==> config.mk <==
export PLATFORM = sky130hd
export DESIGN_NAME = task_progress_watchdog_gate
export DESIGN_NICKNAME = d
export VERILOG_FILES = /design/src/rtl/core/twpg_pkg.sv /design/src/rtl/core/twpg_in_reg.sv /design/src/rtl/core/twpg_core.sv /design/src/rtl/core/twpg_out_reg.sv /design/src/rtl/core/task_progress_watchdog_gate.sv
export SDC_FILE = /design/constraint.sdc
export NUM_CORES = 1
export LEC_CHECK = 0
export BUFFER_PORTS_ARGS = -buffer_cell sky130_fd_sc_hd__buf_4
export CORE_MARGIN = 2
export CORE_UTILIZATION = 30
export CTS_CLUSTER_DIAMETER = 30
export DETAILED_ROUTE_END_ITERATION = 8
export PLACE_DENSITY_LB_ADDON = 0.1
export SYNTH_ARGS = -nofsm -noshare
export SYNTH_HDL_FRONTEND = slang
export SYNTH_SLANG_ARGS = --single-unit
==> constraint.sdc <==
create_clock -name i_clk -period 3.55 [get_ports i_clk]
set_input_delay 0.1775 -clock i_clk [delete_from_list [all_inputs] [get_ports i_clk]]
set_output_delay 0.1775 -clock i_clk [all_outputs]
set_load 0.01 [all_outputs]
==> src/rtl/core/twpg_pkg.sv <==
package twpg_pkg;

    localparam int TASK_COUNT = 8;
    localparam int TASK_W     = 5;
    localparam int FAIL_W     = 6;
    localparam int CNT_W      = 32;

    typedef logic [TASK_COUNT-1:0] t_mask;

    localparam t_mask MASK_RESET = t_mask'(3);
    localparam logic [FAIL_W-1:0] FAIL_NONE = FAIL_W'(TASK_COUNT);

    typedef enum logic [2:0] {
        CMD_MARK    = 3'd0,
        CMD_CYCLE   = 3'd1,
        CMD_ENABLE  = 3'd2,
        CMD_REQUIRE = 3'd3,
        CMD_FORCE   = 3'd4
    } t_cmd;

    typedef enum logic [1:0] {
        ST_OK    = 2'd0,
        ST_RANGE = 2'd1,
        ST_FAULT = 2'd2
    } t_status;

    typedef struct packed {
        logic [2:0]        cmd;
        logic [TASK_W-1:0] task_req;
        logic              flag;
    } t_item;

    typedef struct packed {
        t_status           status;
        logic              faulted;
        logic              kick_allowed;
        logic [CNT_W-1:0]  faults_seen;
        logic [FAIL_W-1:0] failed_task;
        logic [CNT_W-1:0]  good_cycles;
    } t_result;

endpackage

==> src/rtl/core/twpg_in_reg.sv <==
module twpg_in_reg
    import twpg_pkg::*;
(
    input  logic              i_clk,
    input  logic              i_rst_n,
    input  logic              i_valid,
    input  logic [2:0]        i_command,
    input  logic [TASK_W-1:0] i_task_req,
    input  logic              i_flag,
    input  logic              i_adv,
    output logic              o_stall,
    output logic              o_valid,
    output t_item             o_item
);

    logic  r_valid;
    t_item r_item;

    // held item blocks the input only while the core cannot consume it
    assign o_stall = r_valid && !i_adv;

    always_ff @(posedge i_clk) begin
        if (!i_rst_n) begin
            r_valid <= 1'b0;
        end else if (!o_stall) begin
            r_valid <= i_valid;
        end
    end

    always_ff @(posedge i_clk) begin
        if (!o_stall && i_valid) begin
            r_item.cmd      <= i_command;
            r_item.task_req <= i_task_req;
            r_item.flag     <= i_flag;
        end
    end

    assign o_valid = r_valid;
    assign o_item  = r_item;

endmodule

==> src/rtl/core/twpg_core.sv <==
module twpg_core
    import twpg_pkg::*;
(
    input  logic    i_clk,
    input  logic    i_rst_n,
    input  logic    i_fire,
    input  t_item   i_item,
    output t_result o_result
);

    t_mask             r_enabled, n_enabled;
    t_mask             r_required, n_required;
    t_mask             r_progress, n_progress;
    logic              r_fault, n_fault;
    logic              r_kick, n_kick;
    logic [CNT_W-1:0]  r_faults, n_faults;
    logic [FAIL_W-1:0] r_failed, n_failed;
    logic [CNT_W-1:0]  r_cycles, n_cycles;

    t_mask             bit_sel;
    t_mask             missing;
    logic              in_range;
    logic [FAIL_W-1:0] lowest;
    t_status           status;

    assign in_range = {1'b0, i_item.task_req} < FAIL_W'(TASK_COUNT);
    assign bit_sel  = t_mask'(1) << i_item.task_req;
    assign missing  = r_required & ~r_progress;

    // lowest missing task
    always_comb begin
        lowest = FAIL_NONE;
        for (int i = TASK_COUNT - 1; i >= 0; i--) begin
            if (missing[i]) begin
                lowest = FAIL_W'(i);
            end
        end
    end

    always_comb begin
        n_enabled  = r_enabled;
        n_required = r_required;
        n_progress = r_progress;
        n_fault    = r_fault;
        n_kick     = r_kick;
        n_faults   = r_faults;
        n_failed   = r_failed;
        n_cycles   = r_cycles;
        status     = ST_OK;
        if (i_item.cmd == CMD_CYCLE) begin
            if (r_fault) begin
                n_kick = 1'b0;
                status = ST_FAULT;
            end else if (missing != '0) begin
                n_fault  = 1'b1;
                n_faults = r_faults + CNT_W'(1);
                n_failed = lowest;
                n_kick   = 1'b0;
                status   = ST_FAULT;
            end else begin
                n_cycles   = r_cycles + CNT_W'(1);
                n_kick     = 1'b1;
                n_progress = '0;
            end
        end else if (!in_range) begin
            status = ST_RANGE;
        end else begin
            case (i_item.cmd)
                CMD_MARK: begin
                    if (r_fault) begin
                        status = ST_FAULT;
                    end else if ((r_enabled & bit_sel) == '0) begin
                        status = ST_RANGE;
                    end else begin
                        n_progress = r_progress | bit_sel;
                    end
                end
                CMD_ENABLE: begin
                    if (i_item.flag) begin
                        n_enabled = r_enabled | bit_sel;
                    end else begin
                        n_enabled  = r_enabled & ~bit_sel;
                        n_required = r_required & ~bit_sel;
                        n_progress = r_progress & ~bit_sel;
                    end
                end
                CMD_REQUIRE: begin
                    if (i_item.flag) begin
                        n_enabled  = r_enabled | bit_sel;
                        n_required = r_required | bit_sel;
                    end else begin
                        n_required = r_required & ~bit_sel;
                    end
                end
                CMD_FORCE: begin
                    if (!r_fault) begin
                        n_faults = r_faults + CNT_W'(1);
                        n_failed = FAIL_W'(i_item.task_req);
                    end
                    n_fault = 1'b1;
                    n_kick  = 1'b0;
                end
                default: begin
                    status = ST_RANGE;
                end
            endcase
        end
    end

    always_ff @(posedge i_clk) begin
        if (!i_rst_n) begin
            r_enabled  <= MASK_RESET;
            r_required <= MASK_RESET;
            r_progress <= '0;
            r_fault    <= 1'b0;
            r_kick     <= 1'b0;
            r_faults   <= '0;
            r_failed   <= FAIL_NONE;
            r_cycles   <= '0;
        end else if (i_fire) begin
            r_enabled  <= n_enabled;
            r_required <= n_required;
            r_progress <= n_progress;
            r_fault    <= n_fault;
            r_kick     <= n_kick;
            r_faults   <= n_faults;
            r_failed   <= n_failed;
            r_cycles   <= n_cycles;
        end
    end

    assign o_result.status       = status;
    assign o_result.faulted      = n_fault;
    assign o_result.kick_allowed = n_kick;
    assign o_result.faults_seen  = n_faults;
    assign o_result.failed_task  = n_failed;
    assign o_result.good_cycles  = n_cycles;

endmodule

==> src/rtl/core/twpg_out_reg.sv <==
module twpg_out_reg
    import twpg_pkg::*;
(
    input  logic    i_clk,
    input  logic    i_rst_n,
    input  logic    i_valid,
    input  t_result i_result,
    input  logic    i_stall,
    output logic    o_adv,
    output logic    o_valid,
    output t_result o_result
);

    logic    r_valid;
    t_result r_result;

    assign o_adv = !r_valid || !i_stall;

    always_ff @(posedge i_clk) begin
        if (!i_rst_n) begin
            r_valid <= 1'b0;
        end else if (o_adv) begin
            r_valid <= i_valid;
        end
    end

    always_ff @(posedge i_clk) begin
        if (o_adv && i_valid) begin
            r_result <= i_result;
        end
    end

    assign o_valid  = r_valid;
    assign o_result = r_result;

endmodule

==> src/rtl/core/task_progress_watchdog_gate.sv <==
// Task progress watchdog gate: every accepted command transaction produces exactly one
// result transaction carrying the status of that command and the supervisor state after it
// (sticky fault, kick permission, fault and good-cycle counters, first failed task). A command
// is latched in an input register, evaluated combinationally against the task masks and
// counters, and the result is captured in an output register whenever that register is
// empty or its held result is taken. One command is taken every clock cycle while the
// output is not stalled; this rate is set by the update of the task masks and counters,
// which each command reads and writes before the next one is evaluated.
module task_progress_watchdog_gate
    import twpg_pkg::*;
(
    input  logic              i_clk,
    input  logic              i_rst_n,
    input  logic              i_valid,
    output logic              o_stall,
    input  logic [2:0]        i_command,
    input  logic [TASK_W-1:0] i_task_req,
    input  logic              i_flag,
    output logic              o_valid,
    input  logic              i_stall,
    output logic [1:0]        o_status,
    output logic              o_faulted,
    output logic              o_kick_allowed,
    output logic [CNT_W-1:0]  o_faults_seen,
    output logic [FAIL_W-1:0] o_failed_task,
    output logic [CNT_W-1:0]  o_good_cycles
);

    logic    in_valid;
    logic    adv;
    t_item   item;
    t_result result;
    t_result out_result;

    twpg_in_reg u_in_reg (
        .i_clk      (i_clk),
        .i_rst_n    (i_rst_n),
        .i_valid    (i_valid),
        .i_command  (i_command),
        .i_task_req (i_task_req),
        .i_flag     (i_flag),
        .i_adv      (adv),
        .o_stall    (o_stall),
        .o_valid    (in_valid),
        .o_item     (item)
    );

    twpg_core u_core (
        .i_clk    (i_clk),
        .i_rst_n  (i_rst_n),
        .i_fire   (in_valid && adv),
        .i_item   (item),
        .o_result (result)
    );

    twpg_out_reg u_out_reg (
        .i_clk    (i_clk),
        .i_rst_n  (i_rst_n),
        .i_valid  (in_valid),
        .i_result (result),
        .i_stall  (i_stall),
        .o_adv    (adv),
        .o_valid  (o_valid),
        .o_result (out_result)
    );

    assign o_status       = out_result.status;
    assign o_faulted      = out_result.faulted;
    assign o_kick_allowed = out_result.kick_allowed;
    assign o_faults_seen  = out_result.faults_seen;
    assign o_failed_task  = out_result.failed_task;
    assign o_good_cycles  = out_result.good_cycles;

endmodule

# == Word-level counts from Yosys, hierarchy flattened ==
# Cells that the tools add are included.
# totals
register_bits,181
out_inout_bits,76
in_bits,13
# op_classes
n_mux,54
shift,1
n_reduce_logical,18
n_addsub,2
bitwise_logic,11
magnitude_cmp,1
n_eq_ne,11
# ops
op,count
$mux W32,9
$mux W8,11
$add A32 B1 Y32 const B,2
$pmux W8 S2,3
$and A8 B8 Y8,5
$mux W6,6
$mux W4,8
$or A8 B8 Y8,3
$not A8 Y8,2
$mux W1,11
$mux W2,5
$ne A2 B2 Y1 const B,5
$reduce_and A5 Y1,2
$logic_not A8 Y1,1
$reduce_and A8 Y1,1
$reduce_bool A8 Y1,1
$shl A1 B5 Y8 const A,1
$eq A3 B2 Y1 const B,2
$ne A3 B2 Y1 const B,2
$lt A5 B4 Y1 const B,1
$logic_not A1 Y1,4
$pmux W2 S2,1
$reduce_bool A2 Y1,2
$eq A3 B1 Y1 const B,1
other kinds (7),9

# == Longest topological paths before layout ==
# logic_depth
ltp_word,13
depth_mapped,9
ltp_nobuf,7

# == Cells and area by module ==
# From an unflattened synthesis, not the netlist that was laid out.
# hier_totals
hier_cells,869
area_unflattened_um2,8659.6
# by_module_without_submodules
mod,cells_each,area_each_um2,n_inst,seq_area_each_um2
twpg_core,776,6072.1,1,1921.8
twpg_out_reg,79,2263.4,1,2242.2
twpg_in_reg,13,317.8,1,290.3
task_progress_watchdog_gate,1,6.3,1,0.0

# == Worst setup path after synthesis ==
# No wires, ideal clock.
# synth_path
path_kind,flip-flop to flip-flop
from,register u_out_reg.r_valid (netlist: u_out_reg.o_valid)
to,register u_core.r_faults[28]
arrival_ps,3343
setup_slack_ps,78
stages_incl_launch_ff,6
synth_period_minus_slack_ps,3472
path_cell_list,dfxtp_1 -> a21bo_2 -> inv_1 -> clkbuf_1 -> nand3_1 -> mux2i_1
# synth_between
elab_chain_cells,3
# synth_rtl
element,line,rtl
start: declaration,twpg_out_reg.sv:14,logic r_valid;
start signal: assignment,twpg_out_reg.sv:23,r_valid <= i_valid;
$logic_not A1 Y1,twpg_out_reg.sv:17,assign o_adv = !r_valid || !i_stall;
$logic_or A1 B1 Y1,twpg_out_reg.sv:17,
$logic_and A1 B1 Y1,task_progress_watchdog_gate.sv:51,".i_fire (in_valid && adv),"
net u_core.i_fire,twpg_core.sv:6,"input logic i_fire,"
end signal: assignment,twpg_core.sv:126,r_faults <= n_faults;
end: declaration,twpg_core.sv:16,"logic [CNT_W-1:0] r_faults, n_faults;"
# The timed path passes the listed nets, and every way through them passes these cells.
# A chain may end at the register's enable or synchronous reset.

# == Final worst setup path ==
# layout_path
from,"register u_in_reg.r_item, in the netlist u_in_reg.o_item[8]"
to,register u_core.r_progress[6]
# layout_between
elab_chain_cells,4
elab_cells_between_ends,14
# layout_rtl
element,line,rtl
start: declaration,twpg_in_reg.sv:17,t_item r_item;
$eq A3 B2 Y1 or $logic_not A3 Y1 (tied branches),twpg_core.sv:68,case (i_item.cmd)
$pmux W8 S2,twpg_core.sv:68,
$mux W8,twpg_core.sv:65,end else if (!in_range) begin
$mux W8,twpg_core.sv:50,if (i_item.cmd == CMD_CYCLE) begin
end signal: assignment,twpg_core.sv:123,r_progress <= n_progress;
end: declaration,twpg_core.sv:13,"t_mask r_progress, n_progress;"
# Several ways; a longest one is shown, not always the timed one. The select of a mux whose other input is x is not followed.

==> results.py <==
metrics = {
    "pwr": {
        "leakagePower_nw": 3.57,
        "ir_drop_v": 0.000242,
        "power_density_nw_per_um2": 439,
    },
    "global_route": {
        "grt_util_met3_pct": 3.03,
        "antenna_found_initial": 0,
        "grt_pass1_vias": 6205,
        "gr-usage-met1_pct": 20.5,
        "track_usage_pct": 14.7,
        "grt_pass1_wl_mm": 33.6,
        "use_met2_pct": 22.8,
        "overflow": 0,
        "busiest_layer": "met2",
        "grt_max_degree": 43,
    },
    "yosys": {
        "synth_top_area_cell": "edfxtp_1",
        "syn_avg_cell_area_sq_um": 9.80,
        "netlist_top_cells_count": "120 x nor2_1, 98 x dfxtp_1, 83 x edfxtp_1",
        "yosys_warnings": 0,
        "synth_area_leaders": "edfxtp_1 30%, dfxtp_1 24%, xor2_1 5.6%, nor2_1 5.4%, xnor2_1 5.3%",
        "yosysMostFrequentCell": "nor2_1",
        "synth-edff-count": 83,
        "synthArstFlopShare_pct": 0,
        "synthCells": 849,
        "synth_nets": 864,
        "yosysSeqAreaShare_pct": 53.5,
        "synth_ff_type": "dfxtp_1",
        "synth_top_area_share_pct": 30.0,
        "mappedNetlistArea_sq_um": 8320,
        "netlist-cell-type-count": 57,
        "ys_seq_elements": 181,
    },
    "drt": {
        "drc": 0,
        "first_iter_violations": 399,
        "dr_total_vias": 6357,
        "wl_mm": 20.3,
        "via_per_inst": 4.80,
        "drtAntennaViolNets": 0,
        "drt_pass1_iterations": 8,
        "wl_per_cell_um": 15.3,
    },
    "setup_path": {
        "ff2ff_setup_slack_ns": 0.69,
        "path_cells": "or4b_1 > nor3_4 > o221ai_1 > or3_1 > or3_4 > o21ai_1",
        "path_max_fanout": 12,
        "cp_slowest_cell": "or4b_1",
        "r2r_end": "u_core.r_progress[6]",
        "worstPathRequired_ns": 3.91,
        "max_stage_delay_ns": 0.69,
        "r2r_cells": 6,
        "cp_top_family": "simple AND/OR/NAND/NOR gates",
        "end_kind": "flop",
        "path_class": "reg2reg",
        "reg2reg_from": "u_in_reg.o_item[8]",
        "worstPathArrival_ns": 3.21,
        "path_buf_inv": 0,
        "start_kind": "flop",
        "path_depth": 6,
    },
    "placed_design": {
        "dp_hpwl_mm": 13.9,
        "finalWeightedCongestion": 0.796,
        "port_buffers": 88,
        "dp_slack_ns": 0.698,
    },
    "timing": {
        "max_clock_freq_mhz": 350,
        "final-setup-viol-count": 0,
        "period_needed_ns": 2.86,
        "slew_headroom_pct": 28.5,
        "hold_slack_ns": 0.0792,
        "finalWorstSetupSlack_ns": 0.691,
        "skew_ns": 0.00964,
        "fin_crit_sh_pct": 80.5,
        "tightest_slew_ns": 1.07,
        "grt_setup_unrepaired": "false",
        "maxSlewViolCount": 0,
        "hold_viol_final": 0,
        "final.setup.tns_ns": 0,
    },
    "clock_tree": {
        "cts_tree": "yes",
        "htreeDepth": 4,
        "path_clk_slew_ns": 0.07,
        "cts_sinks": 181,
        "clock_latency_ns": 0.43,
        "cts-root-buf": "clkbuf_16",
        "clockBufferDepth": 2,
        "numCtsBuffers": 17,
    },
    "floorplanning": {
        "io_pins": 89,
        "fp.dieH_um": 171,
        "rows": 60,
        "die_area_sq_um": 29100,
        "core-area_sq_um": 27100,
        "die_w_um": 171,
        "floorplan.initialDensity_pct": 30.7,
    },
    "min_path": {
        "hold_depth": 2,
        "holdCritStartpoint": "i_rst_n",
        "hp-class": "in2reg",
        "min_delay_worst_endpoint": "u_core.r_failed[3]",
    },
    "cells_and_area": {
        "fin_nets": 953,
        "drive_gt1_share_pct": 15.9,
        "antenna_cells": 0,
        "nFillCells": 2785,
        "area_delta_synth_final_pct": 21.5,
    },
    "status": {
        "status": "complete, no violations",
    },
    "run": {
        "drv_cap": 0,
    },
}
==> power breakdown <==
part / total, W / switching (W) / internal [W]
clock network: 0.00195 / 0.000886 / 0.00106
registers: 0.00226 / 0.0000279 / 0.00223
logic: 0.000235 / 0.000140 / 0.0000946
total: 0.00444 / 0.00105 / 0.00339
==> cells in the final DEF, fill, tap and decap left out, types with 6 or more instances in the layout <==
master / instances
buf_4: 106
nor3_1: 36
clkbuf_16: 17
nand2b_1: 9
nor2_1: 120
a21oi_1: 35
xor2_1: 53
a211oi_1: 6
mux2i_1: 13
edfxtp_1: 83
nand3_1: 37
or3_1: 18
nand4_1: 24
dlygate4sd3_1: 11
inv_1: 8
o21ai_1: 7
a31oi_1: 6
o21ai_0: 32
nand2_1: 66
nor2b_1: 9
dfxtp_1: 98
xnor2_1: 50
and3_1: 19
o211ai_1: 13
==> through the flow <==
step / total power [W] / area [sq um] / utilization, % / instances
floorplan: 0.00241 / 8320 / - / 849
global placement: 0.00254 / 9400 / 34.7 / 1280
finish: 0.00444 / 10100 / 37.3 / 1323
detailed placement: 0.00253 / 9400 / 34.7 / 1280
CTS: 0.00451 / 10100 / 37.3 / 1323
global route: 0.00461 / 10100 / 37.3 / 1323
==> worst reg2reg max path, cell delays in order (launching register included) <==
cell and delay, ns:
edfxtp_1 0.55, or4b_1 0.69, nor3_4 0.33, o221ai_1 0.16
or3_1 0.46, or3_4 0.47, o21ai_1 0.13
==> cells by family (layout without fill, tap and decap cells) <==
logic type | count (synthesis) | count (layout) | share of synthesized area (%)
and+or+nand+nor | 362 | 362 | 21.1
DFF | 181 | 181 | 53.5
AOI/OAI and AO/OA | 130 | 130 | 9.75
xor gates and xnor gates | 103 | 103 | 10.8
buffers and inverters | 57 | 159 | 2.78
muxes | 14 | 14 | 1.70
adders and majority gates | 2 | 2 | 0.301
==> per-layer routing <==
metal  part of all wire [%]  wire [um]
met1                     50      10200
met3                    3.7        742
met2                     45       9050
met4                    1.5        296
met5                      0          0
==> area by class of cell <==
cell class                      count  area [sq um]  share of cell area [%]
Sequential cell                   181          4450                    44.1
Multi-Input combinational cell    611          3640                    36.1
Timing Repair Buffer              117           906                    8.96
Tap cell                          372           465                    4.60
Clock buffer                       18           429                    4.25
Clock inverter                     14           169                    1.67
Inverter                           10          40.0                   0.396
==> state kept, by name (all words and copies together), names as in the netlist, named ones only <==
register	flops
u_out_reg.o_result	74
u_core.r_cycles	32
u_core.r_faults	32
u_in_reg.o_item	9
u_core.r_progress	8
u_core.r_failed	6
u_core.r_fault	1
u_core.r_kick	1
u_in_reg.o_valid	1
u_out_reg.o_valid	1
==> what timing repair did <==
| item | CTS | global route |
|---|---|---|
| hold buffers | 11 | 0 |
| setup buffers | 0 | 0 |
| hold endpoints to repair | 11 | 0 |
| gates resized for setup | 0 | 0 |
==> worst max-delay path by stage <==
stage	to	slack [ns]	startpoint
final	u_core.r_progress[6]	0.69	u_in_reg.o_item[8]
after global routing	u_core.r_faults[18]	0.50	u_in_reg.o_item[8]
after CTS	u_core.r_progress[1]	0.67	u_in_reg.o_item[8]
after detailed placement	u_core.r_progress[1]	0.70	u_in_reg.o_item[8]
after global placement	u_core.r_progress[2]	0.73	u_in_reg.o_item[8]
after floorplan	u_core.r_faults[28]	0.08	u_out_reg.o_valid
(Power assumes the default switching activity.)
